==> config.mk <==
export PLATFORM = sky130hd
export DESIGN_NAME = eased_dim_fade_controller
export DESIGN_NICKNAME = d
export VERILOG_FILES = /design/src/hw/rtl/edfc_pkg.sv /design/src/hw/rtl/eased_dim_fade_controller.sv
export SDC_FILE = /design/constraint.sdc
export NUM_CORES = 1
export LEC_CHECK = 0
export BUFFER_PORTS_ARGS = -buffer_cell sky130_fd_sc_hd__buf_4
export CORE_UTILIZATION = 50
export DETAILED_ROUTE_END_ITERATION = 8
export GPL_TIMING_DRIVEN = 0
export PLACE_DENSITY = 0.66
export SLEW_MARGIN = 10
export SYNTH_ARGS = -nofsm -noshare
export SYNTH_HDL_FRONTEND = slang
export SYNTH_SLANG_ARGS = --single-unit
==> constraint.sdc <==
create_clock -name clk -period 11.9 [get_ports clk]
set_input_delay 2.38 -clock clk [delete_from_list [all_inputs] [get_ports clk]]
set_output_delay 2.38 -clock clk [all_outputs]
set_load 0.01 [all_outputs]
==> src/hw/rtl/edfc_pkg.sv <==
// shared types, register indexes and defaults for the eased dim fade controller
package edfc_pkg;

    localparam int FRACTION_BITS_DEF = 16;
    localparam int COORD_BITS_DEF    = 16;

    localparam int CFG_INDEX_BITS = 3;
    localparam int CFG_DATA_BITS  = 16;

    // register indexes
    localparam logic [CFG_INDEX_BITS-1:0] REG_FADE_IN_MS    = 3'd0;
    localparam logic [CFG_INDEX_BITS-1:0] REG_FADE_OUT_MS   = 3'd1;
    localparam logic [CFG_INDEX_BITS-1:0] REG_PEAK_ALPHA    = 3'd2;
    localparam logic [CFG_INDEX_BITS-1:0] REG_LEVEL_COUNT   = 3'd3;
    localparam logic [CFG_INDEX_BITS-1:0] REG_WAKE_DISTANCE = 3'd4;

    // register defaults
    localparam logic [15:0] FADE_IN_MS_RST    = 16'd10000;
    localparam logic [15:0] FADE_OUT_MS_RST   = 16'd1000;
    localparam logic [7:0]  PEAK_ALPHA_RST    = 8'd240;
    localparam logic [8:0]  LEVEL_COUNT_RST   = 9'd16;
    localparam logic [9:0]  WAKE_DISTANCE_RST = 10'd6;

    // command codes
    localparam logic [1:0] CMD_TICK  = 2'd0;
    localparam logic [1:0] CMD_MOVE  = 2'd1;
    localparam logic [1:0] CMD_PRESS = 2'd2;

    typedef struct packed {
        logic [1:0]         command;
        logic [7:0]         tick_ms;
        logic signed [15:0] pointer_x;
        logic signed [15:0] pointer_y;
    } in_word_t;

    typedef struct packed {
        logic [7:0] alpha;
        logic       alpha_update;
        logic       finished;
    } out_word_t;

endpackage

==> src/hw/rtl/eased_dim_fade_controller.sv <==
// dimming overlay fade engine with shared divider and multiplier
// sequence from item accept to result valid: FRACTION_BITS divider steps for progress,
// 4 multiplies for the curve and scaling, 8 divider steps for the rounding, 6 control steps;
// once the overlay has closed, an item goes straight to the result step, which waits for
// result_ready while an earlier word is still held; item_ready low while busy
// reset: rst_n asynchronous, loads register defaults and clears fade state, no clearing pass
module eased_dim_fade_controller
    import edfc_pkg::*;
#(
    parameter int FRACTION_BITS = FRACTION_BITS_DEF,
    parameter int COORD_BITS    = COORD_BITS_DEF
) (
    input  logic                      clk,
    input  logic                      rst_n,
    input  logic                      item_valid,
    output logic                      item_ready,
    input  in_word_t                  item,
    output logic                      result_valid,
    input  logic                      result_ready,
    output out_word_t                 result,
    input  logic                      cfg_valid,
    output logic                      cfg_ready,
    input  logic [CFG_INDEX_BITS-1:0] cfg_index,
    input  logic [CFG_DATA_BITS-1:0]  cfg_data
);

    localparam int QW       = FRACTION_BITS + 1;
    localparam int PW       = 2 * QW;
    localparam int POS_BITS = (COORD_BITS < 16) ? COORD_BITS : 16;
    localparam int CNT_BITS = $clog2(FRACTION_BITS + 1);

    localparam logic [QW-1:0] One  = {1'b1, {FRACTION_BITS{1'b0}}};
    localparam logic [QW-1:0] Half = {2'b01, {(FRACTION_BITS-1){1'b0}}};
    localparam logic [QW:0]   Two  = {2'b10, {FRACTION_BITS{1'b0}}};

    // sequencer states
    localparam logic [3:0] S_IDLE   = 4'd0;
    localparam logic [3:0] S_SETUP  = 4'd1;
    localparam logic [3:0] S_DIVP   = 4'd2;
    localparam logic [3:0] S_BASE   = 4'd3;
    localparam logic [3:0] S_MUL1   = 4'd4;
    localparam logic [3:0] S_MUL2   = 4'd5;
    localparam logic [3:0] S_EASE   = 4'd6;
    localparam logic [3:0] S_QMUL   = 4'd7;
    localparam logic [3:0] S_LEVEL  = 4'd8;
    localparam logic [3:0] S_AMUL   = 4'd9;
    localparam logic [3:0] S_DIVSET = 4'd10;
    localparam logic [3:0] S_DIVA   = 4'd11;
    localparam logic [3:0] S_DONE   = 4'd12;

    // what the finished computation is used for
    localparam logic [1:0] M_PLAIN  = 2'd0;
    localparam logic [1:0] M_TICK   = 2'd1;
    localparam logic [1:0] M_WAKE   = 2'd2;
    localparam logic [1:0] M_CLOSED = 2'd3;

    // configuration
    logic [15:0] fade_in_reg, fade_out_reg;
    logic [7:0]  peak_reg;
    logic [8:0]  level_count_reg;
    logic [9:0]  wake_reg;

    // fade state
    logic [3:0]                 state_reg, state_next;
    logic [1:0]                 mode_reg, mode_next;
    logic [15:0]                elapsed_reg, elapsed_next;
    logic                       dismissing_reg, dismissing_next;
    logic [7:0]                 fo_peak_reg, fo_peak_next;
    logic [8:0]                 shown_reg, shown_next;
    logic signed [POS_BITS-1:0] last_x_reg, last_x_next;
    logic signed [POS_BITS-1:0] last_y_reg, last_y_next;
    logic                       skip_reg, skip_next;
    logic                       finished_reg, finished_next;
    logic                       out_valid_reg, out_valid_next;
    out_word_t                  out_reg, out_next;

    // datapath
    logic [CNT_BITS-1:0] cnt_reg, cnt_next;
    logic [15:0]         rem_reg, rem_next;
    logic [15:0]         dsr_reg, dsr_next;
    logic [7:0]          dvd_reg, dvd_next;
    logic [QW-1:0]       quot_reg, quot_next;
    logic [QW-1:0]       base_reg, base_next;
    logic                low_reg, low_next;
    logic [QW-1:0]       f_reg, f_next;
    logic [7:0]          level_reg, level_next;
    logic [PW-1:0]       prod_reg, prod_next;

    logic [QW-1:0] mul_a, mul_b;
    logic [PW-1:0] mul_p;
    logic [16:0]   trial;
    logic          trial_ge;
    logic [16:0]   trial_diff;

    logic [8:0]  lc_clamped;
    logic [7:0]  intervals;
    logic [15:0] dur, el;
    logic [16:0] tick_sum;
    logic [QW:0] base_diff;
    logic [QW-1:0] ease_val, cube_hi;
    logic [PW-1:0] level_sum;
    logic [15:0]   round_num;
    logic [7:0]    alpha_val;
    logic          upd;

    logic signed [POS_BITS-1:0] px, py;
    logic signed [POS_BITS:0]   dx, dy;
    logic [POS_BITS:0]          adx, ady, wake_ext;
    logic                       far;

    assign item_ready   = (state_reg == S_IDLE);
    assign cfg_ready    = 1'b1;
    assign result_valid = out_valid_reg;
    assign result       = out_reg;

    always_comb
    begin
        lc_clamped = level_count_reg;
        if (level_count_reg < 9'd2)
        begin
            lc_clamped = 9'd2;
        end
        else if (level_count_reg > 9'd256)
        begin
            lc_clamped = 9'd256;
        end
    end
    assign intervals = 8'(lc_clamped - 9'd1);

    // pointer distance per axis
    assign px       = item.pointer_x[POS_BITS-1:0];
    assign py       = item.pointer_y[POS_BITS-1:0];
    assign dx       = {px[POS_BITS-1], px} - {last_x_reg[POS_BITS-1], last_x_reg};
    assign dy       = {py[POS_BITS-1], py} - {last_y_reg[POS_BITS-1], last_y_reg};
    assign adx      = dx[POS_BITS] ? (~dx + 1'b1) : dx;
    assign ady      = dy[POS_BITS] ? (~dy + 1'b1) : dy;
    assign wake_ext = {{(POS_BITS-9){1'b0}}, wake_reg};
    assign far      = (adx > wake_ext) || (ady > wake_ext);

    assign tick_sum = {1'b0, elapsed_reg} + {9'b0, item.tick_ms};

    always_comb
    begin
        dur = dismissing_reg ? fade_out_reg : fade_in_reg;
        if (dur == 16'd0)
        begin
            dur = 16'd1;
        end
        el = (elapsed_reg > dur) ? dur : elapsed_reg;
    end

    // shared restoring divider step
    assign trial      = {rem_reg, dvd_reg[7]};
    assign trial_ge   = (trial >= {1'b0, dsr_reg});
    assign trial_diff = trial - {1'b0, dsr_reg};

    // shared multiplier
    always_comb
    begin
        mul_a = base_reg;
        mul_b = base_reg;
        case (state_reg)
            S_MUL2:
            begin
                mul_a = prod_reg[FRACTION_BITS +: QW];
            end
            S_QMUL:
            begin
                mul_a = f_reg;
                mul_b = QW'(intervals);
            end
            S_AMUL:
            begin
                mul_a = QW'(dismissing_reg ? fo_peak_reg : peak_reg);
                mul_b = QW'(level_reg);
            end
            default:
            begin
                mul_a = base_reg;
            end
        endcase
    end
    assign mul_p = {{QW{1'b0}}, mul_a} * {{QW{1'b0}}, mul_b};

    // curve pieces
    assign base_diff = Two - {quot_reg, 1'b0};
    assign cube_hi   = prod_reg[FRACTION_BITS +: QW];
    assign ease_val  = low_reg ? prod_reg[FRACTION_BITS-2 +: QW] : (One - (cube_hi >> 1));
    assign level_sum = prod_reg + PW'(Half);
    assign round_num = prod_reg[15:0] + {9'b0, intervals[7:1]};
    assign alpha_val = quot_reg[7:0];
    assign upd       = (shown_reg != {1'b0, alpha_val});

    always_comb
    begin
        state_next      = state_reg;
        mode_next       = mode_reg;
        elapsed_next    = elapsed_reg;
        dismissing_next = dismissing_reg;
        fo_peak_next    = fo_peak_reg;
        shown_next      = shown_reg;
        last_x_next     = last_x_reg;
        last_y_next     = last_y_reg;
        skip_next       = skip_reg;
        finished_next   = finished_reg;
        out_valid_next  = out_valid_reg && !result_ready;
        out_next        = out_reg;
        cnt_next        = cnt_reg;
        rem_next        = rem_reg;
        dsr_next        = dsr_reg;
        dvd_next        = dvd_reg;
        quot_next       = quot_reg;
        base_next       = base_reg;
        low_next        = low_reg;
        f_next          = f_reg;
        level_next      = level_reg;
        prod_next       = prod_reg;

        unique case (state_reg)
            S_IDLE:
            begin
                if (item_valid)
                begin
                    state_next = S_SETUP;
                    mode_next  = M_PLAIN;
                    if (finished_reg)
                    begin
                        mode_next  = M_CLOSED;
                        state_next = S_DONE;
                    end
                    else
                    begin
                        case (item.command)
                            CMD_TICK:
                            begin
                                elapsed_next = tick_sum[16] ? 16'hFFFF : tick_sum[15:0];
                                mode_next    = M_TICK;
                            end
                            CMD_MOVE:
                            begin
                                last_x_next = px;
                                last_y_next = py;
                                skip_next   = 1'b0;
                                if (!skip_reg && far && !dismissing_reg)
                                begin
                                    mode_next = M_WAKE;
                                end
                            end
                            CMD_PRESS:
                            begin
                                if (!dismissing_reg)
                                begin
                                    mode_next = M_WAKE;
                                end
                            end
                            default:
                            begin
                                mode_next = M_PLAIN;
                            end
                        endcase
                    end
                end
            end
            S_SETUP:
            begin
                // progress of one is loaded as a leading quotient bit
                rem_next   = (el == dur) ? 16'd0 : el;
                quot_next  = {{FRACTION_BITS{1'b0}}, (el == dur)};
                dsr_next   = dur;
                dvd_next   = 8'd0;
                cnt_next   = CNT_BITS'(FRACTION_BITS - 1);
                state_next = S_DIVP;
            end
            S_DIVP, S_DIVA:
            begin
                rem_next  = trial_ge ? trial_diff[15:0] : trial[15:0];
                quot_next = {quot_reg[QW-2:0], trial_ge};
                dvd_next  = {dvd_reg[6:0], 1'b0};
                cnt_next  = cnt_reg - 1'b1;
                if (cnt_reg == '0)
                begin
                    state_next = (state_reg == S_DIVP) ? S_BASE : S_DONE;
                end
            end
            S_BASE:
            begin
                low_next   = (quot_reg < Half);
                base_next  = (quot_reg < Half) ? quot_reg : base_diff[QW-1:0];
                state_next = S_MUL1;
            end
            S_MUL1:
            begin
                prod_next  = mul_p;
                state_next = S_MUL2;
            end
            S_MUL2:
            begin
                prod_next  = mul_p;
                state_next = S_EASE;
            end
            S_EASE:
            begin
                f_next     = dismissing_reg ? (One - ease_val) : ease_val;
                state_next = S_QMUL;
            end
            S_QMUL:
            begin
                prod_next  = mul_p;
                state_next = S_LEVEL;
            end
            S_LEVEL:
            begin
                level_next = level_sum[FRACTION_BITS +: 8];
                state_next = S_AMUL;
            end
            S_AMUL:
            begin
                prod_next  = mul_p;
                state_next = S_DIVSET;
            end
            S_DIVSET:
            begin
                // quotient stays below 256, so the top byte starts as remainder
                rem_next   = {8'd0, round_num[15:8]};
                dvd_next   = round_num[7:0];
                dsr_next   = {8'd0, intervals};
                quot_next  = '0;
                cnt_next   = CNT_BITS'(7);
                state_next = S_DIVA;
            end
            S_DONE:
            begin
                if (!out_valid_reg || result_ready)
                begin
                    out_valid_next = 1'b1;
                    state_next     = S_IDLE;
                    case (mode_reg)
                        M_CLOSED:
                        begin
                            out_next = '{alpha: 8'd0, alpha_update: 1'b0, finished: 1'b1};
                        end
                        M_TICK:
                        begin
                            shown_next    = {1'b0, alpha_val};
                            finished_next = finished_reg || (dismissing_reg && alpha_val == 8'd0);
                            out_next      = '{alpha: alpha_val, alpha_update: upd,
                                              finished: finished_next};
                        end
                        M_WAKE:
                        begin
                            // fade-out starts at its own peak
                            fo_peak_next    = alpha_val;
                            elapsed_next    = 16'd0;
                            dismissing_next = 1'b1;
                            shown_next      = {1'b0, alpha_val};
                            finished_next   = (alpha_val == 8'd0);
                            out_next        = '{alpha: alpha_val, alpha_update: upd,
                                                finished: finished_next};
                        end
                        default:
                        begin
                            out_next = '{alpha: alpha_val, alpha_update: 1'b0,
                                         finished: finished_reg};
                        end
                    endcase
                end
            end
            default:
            begin
                state_next = S_IDLE;
            end
        endcase
    end

    always_ff @(posedge clk or negedge rst_n)
    begin
        if (!rst_n)
        begin
            fade_in_reg     <= FADE_IN_MS_RST;
            fade_out_reg    <= FADE_OUT_MS_RST;
            peak_reg        <= PEAK_ALPHA_RST;
            level_count_reg <= LEVEL_COUNT_RST;
            wake_reg        <= WAKE_DISTANCE_RST;
        end
        else if (cfg_valid)
        begin
            unique case (cfg_index)
                REG_FADE_IN_MS:    fade_in_reg     <= cfg_data;
                REG_FADE_OUT_MS:   fade_out_reg    <= cfg_data;
                REG_PEAK_ALPHA:    peak_reg        <= cfg_data[7:0];
                REG_LEVEL_COUNT:   level_count_reg <= cfg_data[8:0];
                REG_WAKE_DISTANCE: wake_reg        <= cfg_data[9:0];
                default:
                begin
                    fade_in_reg <= fade_in_reg;
                end
            endcase
        end
    end

    always_ff @(posedge clk or negedge rst_n)
    begin
        if (!rst_n)
        begin
            state_reg      <= S_IDLE;
            mode_reg       <= M_PLAIN;
            elapsed_reg    <= 16'd0;
            dismissing_reg <= 1'b0;
            fo_peak_reg    <= 8'd0;
            shown_reg      <= 9'd256;
            last_x_reg     <= '0;
            last_y_reg     <= '0;
            skip_reg       <= 1'b1;
            finished_reg   <= 1'b0;
            out_valid_reg  <= 1'b0;
            cnt_reg        <= '0;
        end
        else
        begin
            state_reg      <= state_next;
            mode_reg       <= mode_next;
            elapsed_reg    <= elapsed_next;
            dismissing_reg <= dismissing_next;
            fo_peak_reg    <= fo_peak_next;
            shown_reg      <= shown_next;
            last_x_reg     <= last_x_next;
            last_y_reg     <= last_y_next;
            skip_reg       <= skip_next;
            finished_reg   <= finished_next;
            out_valid_reg  <= out_valid_next;
            cnt_reg        <= cnt_next;
        end
    end

    always_ff @(posedge clk)
    begin
        out_reg   <= out_next;
        rem_reg   <= rem_next;
        dsr_reg   <= dsr_next;
        dvd_reg   <= dvd_next;
        quot_reg  <= quot_next;
        base_reg  <= base_next;
        low_reg   <= low_next;
        f_reg     <= f_next;
        level_reg <= level_next;
        prod_reg  <= prod_next;
    end

endmodule

==> key figures <==
Global routing
  • Pin count of the biggest net entering global routing: 76
  • Combined global-route utilization of all metal layers: 26.50%
  • Via count of the first global-routing pass: between 20000 and 25000
  • Overflow after GRT: 0
  • First-pass GRT wire length: 117600 um
  • Number of antenna violations at the first check in global routing: 0

Setup path
  • Critical setup path kind: reg -> reg
  • Crit path top cell by count: sky130_fd_sc_hd__fa_1
  • Data arrival time of the worst path: roughly 11 ns
  • Critical Path Fanout Max: 10
  • Element type at the critical path end: flop
  • Kind of launch point of the worst setup path: flop
  • Cell at the slowest stage of the critical path: sky130_fd_sc_hd__o41ai_1
  • Req. time, crit path: 12.22 ns
  • Highest cell delay on the worst timing path: 1.06 ns

STA
  • Unrepaired setup endpoints after global routing: no
  • Worst setup margin: roughly 1.0 ns
  • Final-layout worst hold slack: approximately 0.49 ns
  • Min Tclk post-route: ~11 ns
  • Transition time at the pin with the least slew margin: ~1.3 ns
  • Worst slew margin relative to its limit: 12.58%
  • Post-Route Skew: ~0.017 ns
  • Final-report hold violation count: 0
  • Final worst-path cycle share: 91.56%
  • Final max-slew violation count: 0
  • Maximum frequency from static timing analysis: 91.78 MHz
  • Summed negative setup slack over all endpoints: 0 ns
  • # setup viols final: 0

Die
  • Die outline height: 236.5 um
  • Die boundary width: roughly 240 um
  • Initial core utilization: roughly 51%
  • Number of rows in the core area: 85
  • I/O pin count: 79
  • Floorplan core area: 0.05403 mm^2
  • Die footprint: between 0.05 and 0.06 mm^2

Clocking
  • Clock latency at the later pin of the worst-skew pair: 0.58 ns
  • Clock transition at the register clock pins on the worst setup and hold paths after CTS: 0.06 ns
  • Clock Root Buffer: sky130_fd_sc_hd__clkbuf_16
  • Number of buffers created by CTS: 30
  • Post-CTS Setup Repair Bufs: 0
  • Number of sinks on the clock net: 282
  • TritonCTS clock tree: done
  • Count of instances resized after the clock tree is built: 0
  • H-tree levels: 1
  • Maximum number of buffers from clock root to sink: 3
  • Hold buffer count at cts: 0

Routing
  • Vias: 21730
  • DRC violations left: 0
  • Number of vias per cell: 5.697
  • Detail-routed net length per standard cell: 19.14 um
  • Final antenna-violating net count: 0
  • Violation count after the first detailed-route iteration: 1617
  • Total wire length: ~73000 um
  • TritonRoute pass-1 iters: 7

Finish
  • Antenna diodes: 0
  • Layout cells sized above 1: 9.589%
  • Number of flip-flops in the largest register: 33
  • Final nets: 3605
  • Filler cell count: 4818
  • Total non-filler cell area in the finished layout: 0.03005 mm^2
  • Most common library cell in the layout ignoring fill and taps: sky130_fd_sc_hd__inv_1
  • Leading cell types in the layout, fill and taps excluded: 423 x sky130_fd_sc_hd__inv_1, 323 x sky130_fd_sc_hd__nand2_1, 289 x sky130_fd_sc_hd__nor2_1
  • Layout overhead on the synthesized area: 9.296%

Placed design
  • Setup Slack @ Placement: 1.170 ns
  • Number of I/O port buffers: 76
  • Half-perimeter wire length after detailed placement: 58430 um
  • Weighted congestion at the end of routability-driven global placement: 0.9305
  • Instance area after placement: 0.02911 mm^2

Synth
  • Warnings from Yosys: 0
  • Post-Synthesis Net Count: 3489
  • Number of instances in the synthesized netlist: 2978
  • Combined area of all synthesized cells: about 0.027 mm^2
  • Number of register bits inferred by synthesis: between 200 and 300
  • Synth Area per Inst: just over 9 um^2
  • Number of enable flip-flop cells after synthesis: between 100 and 150
  • Share of synthesized area occupied by flip-flops and latches: about 28%
  • Most used flip-flop cell after synthesis: sky130_fd_sc_hd__edfxtp_1
  • Share of synthesized registers carrying an async set or reset: 49.29%
  • Number of distinct library cell variants in the gate-level netlist after synthesis: 88

Status
  • Run status: finished, final reports clean

Min path
  • Path type of the worst min-delay path: reg -> reg

Flow run
  • Maxcap violations: 0
layer usage:
metal  global-route usage, %  vias to the layer above  wire length [um]
met1                   36.61                    10740             32340
li1                        -                    10200                 -
met5                       0                        -                 0
met2                   44.14                      659             34420
met4                   7.773                        0              2170
met3                   2.728                      134              4067
cells by family after synthesis:
family          share of synthesized area [%]
xor+xnor                                5.442
compound gates                          11.07
other cells                           0.01364
simple gates                            15.69
buf+inv                                 7.267
flops                                   28.36
mux                                     5.688
fa+ha+maj                               26.47
metrics by stage:
step / instances / util (%)
floorplan: 2978 / -
global placement: 3750 / 53.56
detailed placement: 3756 / 53.87
CTS: 3812 / 55.60
global route: 3814 / 55.63
finish: 3814 / 55.63
layout make-up:
| cell class | count | area, um^2 | area share [%] |
|---|---|---|---|
| multi-input cells | 2169 | 17730 | 59.01 |
| well taps | 696 | 870.8 | 2.898 |
| clock buffers | 41 | 833.3 | 2.773 |
| plain buffers | 104 | 410.4 | 1.366 |
| inverters | 423 | 1588 | 5.283 |
| clock inverters | 15 | 98.84 | 0.3289 |
| repair buffers | 84 | 720.7 | 2.398 |
| flip-flops and latches | 282 | 7797 | 25.95 |
synth_stat cells, types with 29 or more instances:
cell type	count	area share (%)
sky130_fd_sc_hd__nand4_1	29	0.66
sky130_fd_sc_hd__inv_1	423	5.8
sky130_fd_sc_hd__fa_1	228	17
sky130_fd_sc_hd__ha_1	217	9.9
sky130_fd_sc_hd__nand3_1	41	0.75
sky130_fd_sc_hd__nand2_1	323	4.4
sky130_fd_sc_hd__o21ai_0	136	2.5
sky130_fd_sc_hd__xor2_1	54	1.7
sky130_fd_sc_hd__nor2_1	292	4.0
sky130_fd_sc_hd__clkbuf_1	90	1.2
sky130_fd_sc_hd__dfrtp_1	119	11
sky130_fd_sc_hd__nor3_1	46	0.84
sky130_fd_sc_hd__xnor2_1	115	3.7
sky130_fd_sc_hd__and2_1	33	0.75
sky130_fd_sc_hd__mux2i_1	37	1.3
sky130_fd_sc_hd__edfxtp_1	143	16
sky130_fd_sc_hd__a21oi_1	108	2.0
sky130_fd_sc_hd__mux2_2	106	4.3
sky130_fd_sc_hd__nor2b_1	30	0.68
sky130_fd_sc_hd__nand2b_1	39	0.89
final timing paths:
kind,depth (start not counted),to,startpoint,slack (ns)
setup / recovery,31,prod_reg[32],dismissing_reg,1.00
max in group asynchronous,2,peak_reg[6],rst_n,9.24
hold / removal,1,shown_reg[8],shown_reg[8],0.49
hold reg to reg,1,shown_reg[8],shown_reg[8],0.49
min in group asynchronous,1,last_x_reg[9],rst_n,1.80
setup reg to reg,31,prod_reg[32],dismissing_reg,1.00
worst max-delay path, delay by kind of cell (launching register included):
kind,cells,cell delay [ns]
multiplexers,1,0.43
AO/OA/AOI/OAI,10,3.50
adder cells (fa/ha/maj),7,3.41
AND/OR/NAND/NOR,2,0.18
buffers and inverters,10,2.71
XOR/XNOR,1,0.10
flip-flops,1,0.32
Power is left out: the tool's default activity adds up to more than one toggle a clock period on the data nets, which glitch-free logic cannot reach.
